===== src/sv/pdc_pkg.sv =====
`default_nettype none

package pdc_pkg;

    // register stages ahead of the output register: one operand/product stage,
    // then one stage per quotient bit of the divide path
    localparam int PDC_QBITS  = 8;
    localparam int PDC_STAGES = PDC_QBITS + 1;

    localparam logic [7:0] FULL = 8'd255;
    localparam logic [7:0] HALF = 8'd128;

    typedef logic [PDC_STAGES:1] stage_en_t;

    typedef enum logic [3:0] {
        OP_COPY      = 4'd0,
        OP_DST_ATOP  = 4'd1,
        OP_DST_IN    = 4'd2,
        OP_DST_OVER  = 4'd3,
        OP_DST_OUT   = 4'd4,
        OP_SRC_OVER  = 4'd5,
        OP_SRC_ATOP  = 4'd6,
        OP_SRC_IN    = 4'd7,
        OP_SRC_OUT   = 4'd8,
        OP_MULTIPLY  = 4'd9,
        OP_XOR       = 4'd10,
        OP_ADD       = 4'd11,
        OP_SUBTRACT  = 4'd12,
        OP_DIVIDE    = 4'd13,
        OP_SCREEN    = 4'd14,
        OP_OVERLAY   = 4'd15
    } op_t;

    function automatic logic [7:0] sat8(input logic [9:0] x);
        return (x > 10'(FULL)) ? FULL : x[7:0];
    endfunction

    // rounded x/255, saturated; x stays below 2*255*255 + 1
    function automatic logic [7:0] div255(input logic [16:0] x);
        logic [16:0] v;
        logic [16:0] w;
        v = x + 17'(HALF);
        w = v + (v >> 8);
        return sat8({1'b0, w[16:8]});
    endfunction

endpackage

`default_nettype wire


===== src/sv/pdc_div.sv =====
`default_nettype none

// (dc*255)/sc, one quotient bit per stage. When dc >= sc the quotient is
// 255 or more (and sc == 0 lands here too), so only that flag is kept.
module pdc_div (
    input  wire logic                aclk,
    input  wire pdc_pkg::stage_en_t  en,
    input  wire logic [7:0]          dividend,
    input  wire logic [7:0]          divisor,
    output logic [7:0]               quot
);
    import pdc_pkg::*;

    logic [15:0] num;
    logic [7:0]  rem_reg [1:PDC_STAGES];
    logic [7:0]  low_reg [1:PDC_STAGES];
    logic [7:0]  dvs_reg [1:PDC_STAGES];
    logic [7:0]  q_reg   [1:PDC_STAGES];
    logic        sat_reg [1:PDC_STAGES];

    assign num = {dividend, 8'd0} - {8'd0, dividend};

    always_ff @(posedge aclk) begin
        if (en[1]) begin
            rem_reg[1] <= num[15:8];
            low_reg[1] <= num[7:0];
            dvs_reg[1] <= divisor;
            q_reg[1]   <= 8'd0;
            sat_reg[1] <= (dividend >= divisor);
        end
    end

    for (genvar k = 2; k <= PDC_STAGES; k++) begin : g_step
        logic [8:0] trial;
        logic       ge;
        logic [8:0] diff;

        assign trial = {rem_reg[k-1], low_reg[k-1][7]};
        assign ge    = (trial >= {1'b0, dvs_reg[k-1]});
        assign diff  = trial - {1'b0, dvs_reg[k-1]};

        always_ff @(posedge aclk) begin
            if (en[k]) begin
                rem_reg[k] <= ge ? diff[7:0] : trial[7:0];
                low_reg[k] <= {low_reg[k-1][6:0], 1'b0};
                dvs_reg[k] <= dvs_reg[k-1];
                q_reg[k]   <= {q_reg[k-1][6:0], ge};
                sat_reg[k] <= sat_reg[k-1];
            end
        end
    end

    assign quot = sat_reg[PDC_STAGES] ? FULL : q_reg[PDC_STAGES];

endmodule

`default_nettype wire


===== src/sv/pdc_lane.sv =====
`default_nettype none

// One channel of the pixel. Stage 1 picks operands and multiplies,
// stage 2 scales back by 255, stage 3 combines; the result then rides a delay
// line alongside the divide path.
module pdc_lane (
    input  wire logic                aclk,
    input  wire pdc_pkg::stage_en_t  en,
    input  wire pdc_pkg::op_t        op,
    input  wire logic                alpha_mode,
    input  wire logic [7:0]          dc,
    input  wire logic [7:0]          sc,
    input  wire logic [7:0]          ad,
    input  wire logic [7:0]          as_in,
    output logic [7:0]               res
);
    import pdc_pkg::*;

    logic [7:0]  inv_ad;
    logic [7:0]  inv_as;
    logic [7:0]  inv_dc;
    logic [7:0]  inv_sc;
    logic [7:0]  a0, b0, a1, b1, a2, b2;
    logic        sum_mode;
    logic        dbl;

    logic [15:0] p0_reg, p1_reg, p2_reg;
    logic        sum_reg, dbl_reg;
    logic [7:0]  dc1_reg, sc1_reg;

    logic [16:0] x0;
    logic [7:0]  d0_reg, d1_reg, d2_reg;
    logic [7:0]  dc2_reg, sc2_reg;

    logic [7:0]  comb_res;
    logic [7:0]  arith_reg [3:PDC_STAGES];
    logic [7:0]  quot;

    assign inv_ad = FULL - ad;
    assign inv_as = FULL - as_in;
    assign inv_dc = FULL - dc;
    assign inv_sc = FULL - sc;

    always_comb begin
        a0 = 8'd0;
        b0 = 8'd0;
        a1 = 8'd0;
        b1 = 8'd0;
        a2 = 8'd0;
        b2 = 8'd0;
        sum_mode = 1'b0;
        dbl = 1'b0;
        case (op)
            OP_DST_ATOP: begin
                a0 = dc; b0 = as_in;
                a1 = sc; b1 = inv_ad;
                sum_mode = 1'b1;
            end
            OP_DST_IN: begin
                a0 = dc; b0 = as_in;
            end
            OP_DST_OVER, OP_SRC_OUT: begin
                a0 = sc; b0 = inv_ad;
            end
            OP_DST_OUT, OP_SRC_OVER: begin
                a0 = dc; b0 = inv_as;
            end
            OP_SRC_ATOP: begin
                a0 = sc; b0 = ad;
                a1 = dc; b1 = inv_as;
                sum_mode = 1'b1;
            end
            OP_SRC_IN: begin
                a0 = sc; b0 = ad;
            end
            OP_MULTIPLY: begin
                if (alpha_mode) begin
                    a0 = dc; b0 = inv_as;
                end else begin
                    a0 = sc; b0 = dc;
                    a1 = sc; b1 = inv_ad;
                    a2 = dc; b2 = inv_as;
                end
            end
            OP_XOR: begin
                a0 = sc; b0 = inv_ad;
                a1 = dc; b1 = inv_as;
                sum_mode = alpha_mode;
            end
            OP_SCREEN: begin
                if (alpha_mode) begin
                    a0 = sc; b0 = inv_ad;
                end else begin
                    a0 = inv_dc; b0 = inv_sc;
                end
            end
            OP_OVERLAY: begin
                if (alpha_mode) begin
                    a0 = sc; b0 = inv_ad;
                end else if (!dc[7]) begin
                    a0 = dc; b0 = sc;
                    dbl = 1'b1;
                end else begin
                    a0 = inv_dc; b0 = inv_sc;
                    dbl = 1'b1;
                end
            end
            default: begin
            end
        endcase
    end

    always_ff @(posedge aclk) begin
        if (en[1]) begin
            p0_reg  <= {8'd0, a0} * {8'd0, b0};
            p1_reg  <= {8'd0, a1} * {8'd0, b1};
            p2_reg  <= {8'd0, a2} * {8'd0, b2};
            sum_reg <= sum_mode;
            dbl_reg <= dbl;
            dc1_reg <= dc;
            sc1_reg <= sc;
        end
    end

    always_comb begin
        if (sum_reg) begin
            x0 = {1'b0, p0_reg} + {1'b0, p1_reg};
        end else if (dbl_reg) begin
            x0 = {p0_reg, 1'b0};
        end else begin
            x0 = {1'b0, p0_reg};
        end
    end

    always_ff @(posedge aclk) begin
        if (en[2]) begin
            d0_reg  <= div255(x0);
            d1_reg  <= div255({1'b0, p1_reg});
            d2_reg  <= div255({1'b0, p2_reg});
            dc2_reg <= dc1_reg;
            sc2_reg <= sc1_reg;
        end
    end

    always_comb begin
        case (op)
            OP_COPY:     comb_res = sc2_reg;
            OP_DST_ATOP: comb_res = alpha_mode ? sc2_reg : d0_reg;
            OP_DST_IN, OP_DST_OUT, OP_SRC_IN, OP_SRC_OUT: comb_res = d0_reg;
            OP_DST_OVER: comb_res = sat8({2'b0, dc2_reg} + {2'b0, d0_reg});
            OP_SRC_OVER: comb_res = sat8({2'b0, sc2_reg} + {2'b0, d0_reg});
            OP_SRC_ATOP: comb_res = alpha_mode ? dc2_reg : d0_reg;
            OP_MULTIPLY: begin
                if (alpha_mode) begin
                    comb_res = sat8({2'b0, sc2_reg} + {2'b0, d0_reg});
                end else begin
                    comb_res = sat8({2'b0, d0_reg} + {2'b0, d1_reg} + {2'b0, d2_reg});
                end
            end
            OP_XOR: begin
                comb_res = alpha_mode ? d0_reg : sat8({2'b0, d0_reg} + {2'b0, d1_reg});
            end
            OP_ADD:      comb_res = sat8({2'b0, dc2_reg} + {2'b0, sc2_reg});
            OP_SUBTRACT: comb_res = (dc2_reg > sc2_reg) ? (dc2_reg - sc2_reg) : 8'd0;
            OP_DIVIDE:   comb_res = dc2_reg;
            OP_SCREEN: begin
                if (alpha_mode) begin
                    comb_res = sat8({2'b0, dc2_reg} + {2'b0, d0_reg});
                end else begin
                    comb_res = FULL - d0_reg;
                end
            end
            OP_OVERLAY: begin
                if (alpha_mode) begin
                    comb_res = sat8({2'b0, dc2_reg} + {2'b0, d0_reg});
                end else if (!dc2_reg[7]) begin
                    comb_res = d0_reg;
                end else begin
                    comb_res = FULL - d0_reg;
                end
            end
            default: comb_res = sc2_reg;
        endcase
    end

    always_ff @(posedge aclk) begin
        if (en[3]) begin
            arith_reg[3] <= comb_res;
        end
    end

    for (genvar k = 4; k <= PDC_STAGES; k++) begin : g_delay
        always_ff @(posedge aclk) begin
            if (en[k]) begin
                arith_reg[k] <= arith_reg[k-1];
            end
        end
    end

    pdc_div u_div (
        .aclk     (aclk),
        .en       (en),
        .dividend (dc),
        .divisor  (sc),
        .quot     (quot)
    );

    assign res = (op == OP_DIVIDE && !alpha_mode) ? quot : arith_reg[PDC_STAGES];

endmodule

`default_nettype wire


===== src/sv/porter_duff_rgba_compositor.sv =====
// Pipeline: 9 lane stages, set by the one-bit-per-stage divide path, then the
//   output register.
// Throughput: one pixel per clock while the output side accepts; stages with no
//   beat in them close up while the output side stalls.
// Reset (aresetn low, synchronous): pipeline and output emptied, operator
//   register back to copy source.
`default_nettype none

module porter_duff_rgba_compositor (
    input  wire logic        aclk,
    input  wire logic        aresetn,
    input  wire logic        cfg_wr_en,
    input  wire logic [3:0]  cfg_wr_data,
    input  wire logic        s_valid,
    output logic             s_ready,
    input  wire logic [7:0]  s_dst_red,
    input  wire logic [7:0]  s_dst_green,
    input  wire logic [7:0]  s_dst_blue,
    input  wire logic [7:0]  s_dst_alpha,
    input  wire logic [7:0]  s_src_red,
    input  wire logic [7:0]  s_src_green,
    input  wire logic [7:0]  s_src_blue,
    input  wire logic [7:0]  s_src_alpha,
    input  wire logic        s_frame_end_in,
    output logic             m_valid,
    input  wire logic        m_ready,
    output logic [7:0]       m_out_red,
    output logic [7:0]       m_out_green,
    output logic [7:0]       m_out_blue,
    output logic [7:0]       m_out_alpha,
    output logic             m_frame_end_out
);
    import pdc_pkg::*;

    op_t               op_reg;
    logic [PDC_STAGES:1] v_reg;
    logic [PDC_STAGES:1] v_next;
    stage_en_t         take;
    logic              take_out;
    logic              fe_reg [1:PDC_STAGES];
    logic [7:0]        dst [4];
    logic [7:0]        src [4];
    logic [7:0]        lane_res [4];

    logic              m_valid_reg;
    logic [7:0]        red_reg, green_reg, blue_reg, alpha_reg;
    logic              fe_out_reg;

    always_ff @(posedge aclk) begin
        if (!aresetn) begin
            op_reg <= OP_COPY;
        end else if (cfg_wr_en) begin
            op_reg <= op_t'(cfg_wr_data);
        end
    end

    // a stage loads when it is empty or its beat moves on this cycle
    assign take_out = !m_valid_reg || m_ready;

    always_comb begin
        take[PDC_STAGES] = !v_reg[PDC_STAGES] || take_out;
        for (int k = PDC_STAGES - 1; k >= 1; k--) begin
            take[k] = !v_reg[k] || take[k+1];
        end
    end

    assign s_ready = take[1];

    always_comb begin
        v_next = v_reg;
        if (take[1]) begin
            v_next[1] = s_valid;
        end
        for (int k = 2; k <= PDC_STAGES; k++) begin
            if (take[k]) begin
                v_next[k] = v_reg[k-1];
            end
        end
    end

    always_ff @(posedge aclk) begin
        if (!aresetn) begin
            v_reg <= '0;
        end else begin
            v_reg <= v_next;
        end
    end

    always_ff @(posedge aclk) begin
        if (take[1]) begin
            fe_reg[1] <= s_frame_end_in;
        end
    end

    for (genvar k = 2; k <= PDC_STAGES; k++) begin : g_fe
        always_ff @(posedge aclk) begin
            if (take[k]) begin
                fe_reg[k] <= fe_reg[k-1];
            end
        end
    end

    assign dst[0] = s_dst_red;
    assign dst[1] = s_dst_green;
    assign dst[2] = s_dst_blue;
    assign dst[3] = s_dst_alpha;
    assign src[0] = s_src_red;
    assign src[1] = s_src_green;
    assign src[2] = s_src_blue;
    assign src[3] = s_src_alpha;

    for (genvar i = 0; i < 4; i++) begin : g_lane
        pdc_lane u_lane (
            .aclk       (aclk),
            .en         (take),
            .op         (op_reg),
            .alpha_mode (i == 3),
            .dc         (dst[i]),
            .sc         (src[i]),
            .ad         (s_dst_alpha),
            .as_in      (s_src_alpha),
            .res        (lane_res[i])
        );
    end

    // merge the four lanes into the output register
    always_ff @(posedge aclk) begin
        if (!aresetn) begin
            m_valid_reg <= 1'b0;
        end else if (take_out) begin
            m_valid_reg <= v_reg[PDC_STAGES];
        end
    end

    always_ff @(posedge aclk) begin
        if (take_out) begin
            red_reg    <= lane_res[0];
            green_reg  <= lane_res[1];
            blue_reg   <= lane_res[2];
            alpha_reg  <= lane_res[3];
            fe_out_reg <= fe_reg[PDC_STAGES];
        end
    end

    assign m_valid         = m_valid_reg;
    assign m_out_red       = red_reg;
    assign m_out_green     = green_reg;
    assign m_out_blue      = blue_reg;
    assign m_out_alpha     = alpha_reg;
    assign m_frame_end_out = fe_out_reg;

endmodule

`default_nettype wire


===== config.mk =====
export PLATFORM = sky130hd
export DESIGN_NAME = porter_duff_rgba_compositor
export DESIGN_NICKNAME = d
export VERILOG_FILES = /design/src/sv/pdc_pkg.sv /design/src/sv/pdc_div.sv /design/src/sv/pdc_lane.sv /design/src/sv/porter_duff_rgba_compositor.sv
export SDC_FILE = /design/constraint.sdc
export NUM_CORES = 2
export LEC_CHECK = 0
export BUFFER_PORTS_ARGS = -buffer_cell sky130_fd_sc_hd__buf_2
export CORE_MARGIN = 8
export CORE_UTILIZATION = 50
export DETAILED_ROUTE_END_ITERATION = 10
export GPL_TIMING_DRIVEN = 0
export PLACE_DENSITY = 0.74
export SETUP_SLACK_MARGIN = 0.4
export SLEW_MARGIN = 20
export SYNTH_ARGS = -nofsm -noshare
export SYNTH_HDL_FRONTEND = slang
export SYNTH_HIERARCHICAL = 1
export SYNTH_SLANG_ARGS = --single-unit

===== constraint.sdc =====
create_clock -name aclk -period 17.33 [get_ports aclk]
set_clock_uncertainty 0.05 [all_clocks]
set_input_delay 3.466 -clock aclk [delete_from_list [all_inputs] [get_ports aclk]]
set_output_delay 3.466 -clock aclk [all_outputs]
set_load 0.01 [all_outputs]

=== After elaboration in Yosys (flattened, before gate mapping) ===
Memory sizes are Yosys's and may differ from the RTL's. A register that Yosys moved wholly into a read port is not among the register bits.
Index checks and enable logic that the tools add are counted.

* Reduce and logical (&&, ||, !) cells: 41
* Equal/unequal tests: 15
* Magnitude comparators: 59
* Multiplexer cells: 111
* Div/mod/pow operators: 0
* Multipliers: 11
* Add/subtract/negate cells: 84
* Bitwise gates (word level): 0
* Shifts and indexed selects: 0

{| class="wikitable"
|+ Operator list
! cell !! count
|-
| 8-bit two-way mux || 65
|-
| 8-bit case mux with 11 select lines || 3
|-
| 8-bit case mux with 7 select lines || 4
|-
| 8-bit subtractor || 28
|-
| 9-bit by 8-bit greater-or-equal comparator with 1-bit output || 24
|-
| 10-bit by 8-bit greater-than comparator with 1-bit output, second input constant || 18
|-
| 8-bit by 8-bit multiplier with 16-bit output || 11
|-
| 17-bit by 9-bit adder with 17-bit output || 10
|-
| 8-bit by 8-bit adder with 9-bit output || 15
|-
| 8-bit case mux with 4 select lines || 4
|-
| 17-bit two-way mux || 7
|-
| 8-bit case mux with 2 select lines || 7
|-
| 16-bit by 8-bit adder with 17-bit output, second input constant || 6
|-
| 9-bit by 8-bit greater-than comparator with 1-bit output, second input constant || 10
|-
| 8-bit subtractor, first input constant || 11
|-
| 16-bit by 16-bit adder with 17-bit output || 4
|-
| 17-bit by 8-bit adder with 17-bit output, second input constant || 4
|-
| 16-bit by 8-bit subtractor with 16-bit output || 3
|-
| 4-bit == test, second input constant || 8
|-
| 8-bit greater-than comparator || 4
|-
| 10-bit by 8-bit adder with 10-bit output || 3
|-
| 8-bit greater-or-equal comparator || 3
|-
| 1-bit two-way mux || 21
|-
| 2-bit OR reduction || 9
|-
| 11 further kinds || 39
|}

* Memories kept: 20
* Bits in writable memories: 1124
* Flip-flop bits (word level): 425
* Logic and storage cells: 395
* Bits in latches: 0
* Output and inout port bits: 35
* Input bits: 74
* Bits in read-only memories: 0

{| class="wikitable"
|+ Memories
! name !! words !! bits a word !! rd ports !! clocked after Yosys merged registers in !! wr ports !! line !! RTL
|-
| g_lane[0].u_lane.u_div.dvs_reg || 9 || 8 || 8 || 0 || 9 || pdc_div.sv:17 || <nowiki>logic [7:0] dvs_reg [1:PDC_STAGES];</nowiki>
|-
| g_lane[0].u_lane.u_div.low_reg || 9 || 8 || 8 || 0 || 9 || pdc_div.sv:16 || <nowiki>logic [7:0] low_reg [1:PDC_STAGES];</nowiki>
|-
| g_lane[0].u_lane.u_div.q_reg || 9 || 8 || 9 || 0 || 9 || pdc_div.sv:18 || <nowiki>logic [7:0] q_reg [1:PDC_STAGES];</nowiki>
|-
| g_lane[0].u_lane.u_div.rem_reg || 9 || 8 || 8 || 0 || 9 || pdc_div.sv:15 || <nowiki>logic [7:0] rem_reg [1:PDC_STAGES];</nowiki>
|-
| g_lane[1].u_lane.u_div.dvs_reg || 9 || 8 || 8 || 0 || 9 || pdc_div.sv:17 ||
|-
| g_lane[1].u_lane.u_div.low_reg || 9 || 8 || 8 || 0 || 9 || pdc_div.sv:16 ||
|-
| 14 more memories || - || - || - || - || - || - ||
|}

=== Longest topological paths before layout ===
* Depth after elaboration: 13
* Mapped depth: 29
* Depth with buffers taken out: 27

=== By module ===
Netlist, hierarchy kept.

{| class="wikitable"
|+ By module, submodules not included
! module !! times used !! area each (µm²) !! cells each
|-
| pdc_div || 4 || 10136.0 || 765
|-
| pdc_lane at g_lane[2].u_lane || 1 || 17679.5 || 1935
|-
| pdc_lane at g_lane[3].u_lane || 1 || 17464.2 || 1884
|-
| pdc_lane at g_lane[1].u_lane || 1 || 17375.4 || 1850
|-
| pdc_lane at g_lane[0].u_lane || 1 || 17334.1 || 1865
|-
| porter_duff_rgba_compositor || 1 || 1855.5 || 106
|}

=== Worst setup path after synthesis ===
Ideal clock, no wire load.

* Path kind: input port to flip-flop
* Start: input port m_ready
* End: memory fe_reg[1], enable pin
* Path slack: -973 ps
* Required time: 12927 ps
* Setup time: 4353 ps
* Data arrival time: 13900 ps
* Stages: 3
* Path through: and4b_1 > and3_4 > nand4_1

{| class="wikitable"
|+ RTL lines
! what !! line !! RTL
|-
| start, declared || porter_duff_rgba_compositor.sv:26 || <nowiki>input wire logic m_ready,</nowiki>
|-
| end, declared || porter_duff_rgba_compositor.sv:40 || <nowiki>logic fe_reg [1:PDC_STAGES];</nowiki>
|}

=== Worst setup path in the final report ===
* Start: input port m_ready
* End: output port s_ready

* Cells in the longest elaborated chain, start to end: 10

{| class="wikitable"
|+ RTL lines
! what !! line !! RTL
|-
| 1-bit logical OR || porter_duff_rgba_compositor.sv:58 || <nowiki>assign take_out = !m_valid_reg || m_ready;</nowiki>
|-
| 1-bit logical OR || porter_duff_rgba_compositor.sv:61 || <nowiki>take[PDC_STAGES] = !v_reg[PDC_STAGES] || take_out;</nowiki>
|-
| 1-bit logical OR (8 in series) || porter_duff_rgba_compositor.sv:63 || <nowiki>take[k] = !v_reg[k] || take[k+1];</nowiki>
|-
| end, declared || porter_duff_rgba_compositor.sv:15 || <nowiki>output logic s_ready,</nowiki>
|}

No other way between the ends.

==> impl_results.md <==
- Synthesized instance count: 10,700
- Initial antenna violation count: 18
- Average cell area after synthesis: 10.5 µm²
- Effective utilization at floorplan: 50.1%
- Worst Tran Pin Value: 1.66 ns
- Cell leakage power: 54.4 nW
- Maximum vdd ir drop: 0.107 mV
- Max-cap violations: 0
- Final min period: 9.92 ns
- Adder-cell share of the synthesized area: 20.8%
- Post-synthesis simple-gate area fraction: 12.2%
- Outcome: finished with violations
- Count of nets left with antenna violations after detail routing: 0
- Post-CTS setup repair buffer count: 0
- Met1 wire length: 119 mm
- CTS root buffer: sky130_fd_sc_hd__clkbuf_16
- Multi-input combinational cell area: 60,400 µm²
- Post-route DRC: 0
- Drt via density: 5.78
- Highest layer used for signal routing: met4
- Number of search-and-repair iterations in the first detailed-routing pass: 8
- Count of final hold-check violations: 0
- Share of the synthesized area in compound gates (AO/OA/AOI/OAI): 14.6%
- Fraction of layout cells with a size suffix above 1: 9.18%
- Share of the clock period used by the worst path: 57.2%
- Total number of clock tree sinks: 1,540
- Max Clock Freq: 0.101 GHz
- Overall routing resource usage: 23.8%
- Relative area change from synthesis to final layout: 10.1%
- Post-synth EDFFs: 1,526
- Critical path peak fanout: 13
- Die outline area: 240,000 µm²
- Kind of start point of the critical path: primary input
- Unrepaired setup endpoints after global routing: no
- Maximum buffer depth of the clock tree: 3
- Final Setup Violations: 0
- Hold Buf Count CTS: 0
- Category of the worst setup path capture point: primary output
- Number of DRC violations after detailed-routing iteration 0: 6,734
- Pin count of the biggest net entering global routing: 98
- Non-Filler Cell Area, Final: 124,000 µm²
- Mux share of post-synthesis cell area: 1.89%
- Failing checks: slew limit
- Vias in the first global route: 83,000
- Clock tree from TritonCTS: yes
- Overflow after GRT: 0
- Count of fill cells added during filler insertion: 18,900
- Latest clock arrival within the worst-skew pair: 0.83 ns
- Xor and xnor fraction of the mapped netlist area: 4.15%
- Count of instances resized after the clock tree is built: 0
- Fraction of the yosys area taken by sequential cells: 41.1%
- Number of cells after detailed placement: 13,900
- Die boundary width: 490 µm
- Slew margin rel.: -11.7%
- Flip-flop and latch count after synthesis: 1,540
- Detailed placer's ending HPWL: 221 mm
- Number of distinct library cells after synthesis: 133
- Sum of met2 wire segment lengths after detailed routing: 138 mm
- Filler-free cell count of the finished design: 14,200
- Clock-pin transition on the worst setup and hold timing paths: 0.06 ns
- WL met3: 19.7 mm
- Tightest Hold Check Type: reg -> reg
- First element of the critical path: m_ready
- Placed standard-cell area: 118,000 µm²
- FFs w/ async S/R, synth: 0%
- Number of warning messages in the yosys log: 6
- Total number of placement rows: 174
- Area of the placeable core: 224,000 µm²
- Syn Std Cell Area: 112,000 µm²
- Cts bufs inserted: 164
- Depth of the CTS H-tree: 4
- Critical path type: in -> out
- Critical path required time: 13.81 ns
- Main combinational cell family by area after synthesis: adder cells
- Via count: 82,100
- Total count of max-transition violations in the final report: 9
- Worst Hold Launch: g_lane[3].u_lane/u_div/q_reg[0][25]$_DFFE_PP_
- Final layout net count: 12,700
- Data arrival at the endpoint of the critical path: 6.40 ns
- Power density over cell area: 111 nW/µm²
- IO Port Bufs: 106
- Top-Level Pins: 109
- Primary FF master, synth: sky130_fd_sc_hd__edfxtp_1
- Final weighted congestion of routability-driven global placement: 0.953
- Die extent in y: 490 µm
- Final Hold Slack: 0.343 ns
- Total wire length after detailed routing: 290 mm
- Routed length per placed instance: 20.4 µm
- Sequential cell area: 46,100 µm²
- Global-route wire length before repair: 456 mm
- Launching point of the worst reg2reg path: op_reg[2]$_SDFFE_PN0P_
==> metal layers <==
layer,vias to the layer above,global-route usage [%]
met3,660,4.13
met1,39900,30.2
li1,38800,-
met5,-,0
met4,0,10.0
met2,2809,40.3
==> cells by family (layout without fill, tap and decap cells) <==
logic type | count (synthesis) | count (layout)
adders and majority gates | 1573 | 1573
and+or+nand+nor | 2848 | 2848
AOI/OAI and AO/OA | 2459 | 2459
DFF | 1540 | 1540
buffers and inverters | 1556 | 2047
xor gates and xnor gates | 523 | 523
other | 2 | 26
muxes | 199 | 199
==> power breakdown <==
part           total, mW  internal (mW)  switching [mW]
registers           5.50           5.04           0.454
logic               4.58           1.94            2.63
clock network       3.66           2.13            1.53
==> cell usage after synthesis, types with 42 or more instances <==
library cell,n,area [µm²]
sky130_fd_sc_hd__a211oi_1,90,676
sky130_fd_sc_hd__a21boi_0,49,368
sky130_fd_sc_hd__a21o_1,209,1570
sky130_fd_sc_hd__a21oi_1,582,2910
sky130_fd_sc_hd__a221oi_1,42,368
sky130_fd_sc_hd__a22oi_1,48,360
sky130_fd_sc_hd__a31oi_1,54,338
sky130_fd_sc_hd__and2_1,98,613
sky130_fd_sc_hd__clkbuf_1,173,649
sky130_fd_sc_hd__edfxtp_1,1526,45800
sky130_fd_sc_hd__fa_1,488,9770
sky130_fd_sc_hd__ha_1,1085,13600
sky130_fd_sc_hd__inv_1,1316,4940
sky130_fd_sc_hd__mux2_2,100,1130
sky130_fd_sc_hd__mux2i_1,99,991
sky130_fd_sc_hd__nand2_1,758,2850
sky130_fd_sc_hd__nand2b_1,120,751
sky130_fd_sc_hd__nand3_1,160,801
sky130_fd_sc_hd__nor2_1,916,3440
sky130_fd_sc_hd__nor2b_1,136,851
sky130_fd_sc_hd__nor3_1,150,751
sky130_fd_sc_hd__o211ai_1,42,315
sky130_fd_sc_hd__o21a_1,94,706
sky130_fd_sc_hd__o21ai_0,605,3030
sky130_fd_sc_hd__o21bai_1,64,480
sky130_fd_sc_hd__o22ai_1,50,313
sky130_fd_sc_hd__o31ai_1,56,420
sky130_fd_sc_hd__or2_2,244,1530
sky130_fd_sc_hd__or3_1,45,282
sky130_fd_sc_hd__xnor2_1,359,3140
sky130_fd_sc_hd__xor2_1,157,1380
==> worst max-delay path: stages <==
cell and delay, ns:
sky130_fd_sc_hd__buf_2 0.11, sky130_fd_sc_hd__and4b_1 0.37, sky130_fd_sc_hd__and3_4 0.33, sky130_fd_sc_hd__nand4_1 0.45
sky130_fd_sc_hd__buf_6 0.34, sky130_fd_sc_hd__buf_8 0.16, sky130_fd_sc_hd__buf_6 0.16, sky130_fd_sc_hd__buf_6 0.17
sky130_fd_sc_hd__buf_8 0.16, sky130_fd_sc_hd__buf_6 0.16, sky130_fd_sc_hd__buf_6 0.16, sky130_fd_sc_hd__buf_6 0.16
sky130_fd_sc_hd__buf_2 0.14
==> cell type report <==
cell class                      count  area share (%)
Multi-Input combinational cell   7617            48.8
Sequential cell                  1540            37.3
Inverter                         1322            4.03
Clock buffer                      187            3.42
Tap cell                         2992            3.03
Timing Repair Buffer              186            1.32
Clock inverter                    118            1.21
Buffer                            234           0.818
Antenna cell                       11          0.0223
==> final timing paths <==
| kind | endpoint | slack [ns] | depth (start not counted) |
|---|---|---|---|
| worst min register to register | g_lane[3].u_lane/u_div/q_reg[0][34]$_DFFE_PP_ | 0.34 | 0 |
| worst min-delay path | g_lane[3].u_lane/u_div/q_reg[0][34]$_DFFE_PP_ | 0.34 | 0 |
| worst max-delay path | s_ready | 7.41 | 13 |
| worst max register to register | g_lane[0].u_lane/p0_reg[13]$_DFFE_PP_ | 8.83 | 26 |
==> stage by stage <==
| stage | TNS [ns] | utilization (%) | power, mW | setup slack, ns |
|---|---|---|---|---|
| after CTS | 0 | 55.1 | 13.8 | 7.38 |
| final | 0 | 55.2 | 13.7 | 7.41 |
| after global routing | 0 | 55.2 | 14.5 | 7.06 |
| after floorplan | -345.58 | - | 8.79 | -0.947 |
| after global placement | -3137.60 | 52.0 | 9.82 | -10.14 |
| after detailed placement | 0 | 52.6 | 10.0 | 6.72 |
==> cells in the final DEF (no fill, tap or decap), types with 94 or more instances in the layout <==
master                      count
sky130_fd_sc_hd__a21o_1       209
sky130_fd_sc_hd__fa_1         488
sky130_fd_sc_hd__o21ai_0      605
sky130_fd_sc_hd__nor2b_1      136
sky130_fd_sc_hd__xor2_1       157
sky130_fd_sc_hd__nand2b_1     120
sky130_fd_sc_hd__clkbuf_16    166
sky130_fd_sc_hd__edfxtp_1    1526
sky130_fd_sc_hd__mux2_2       100
sky130_fd_sc_hd__nand2_1      755
sky130_fd_sc_hd__a21oi_1      582
sky130_fd_sc_hd__ha_1        1085
sky130_fd_sc_hd__inv_1       1315
sky130_fd_sc_hd__o21a_1        94
sky130_fd_sc_hd__and2_1        98
sky130_fd_sc_hd__nand3_1      158
sky130_fd_sc_hd__buf_2        128
sky130_fd_sc_hd__or2_2        244
sky130_fd_sc_hd__nor2_1       916
sky130_fd_sc_hd__nor3_1       147
sky130_fd_sc_hd__xnor2_1      359
sky130_fd_sc_hd__clkbuf_1     194
sky130_fd_sc_hd__mux2i_1       99
Note: power is estimated with default switching activity, not from simulation.
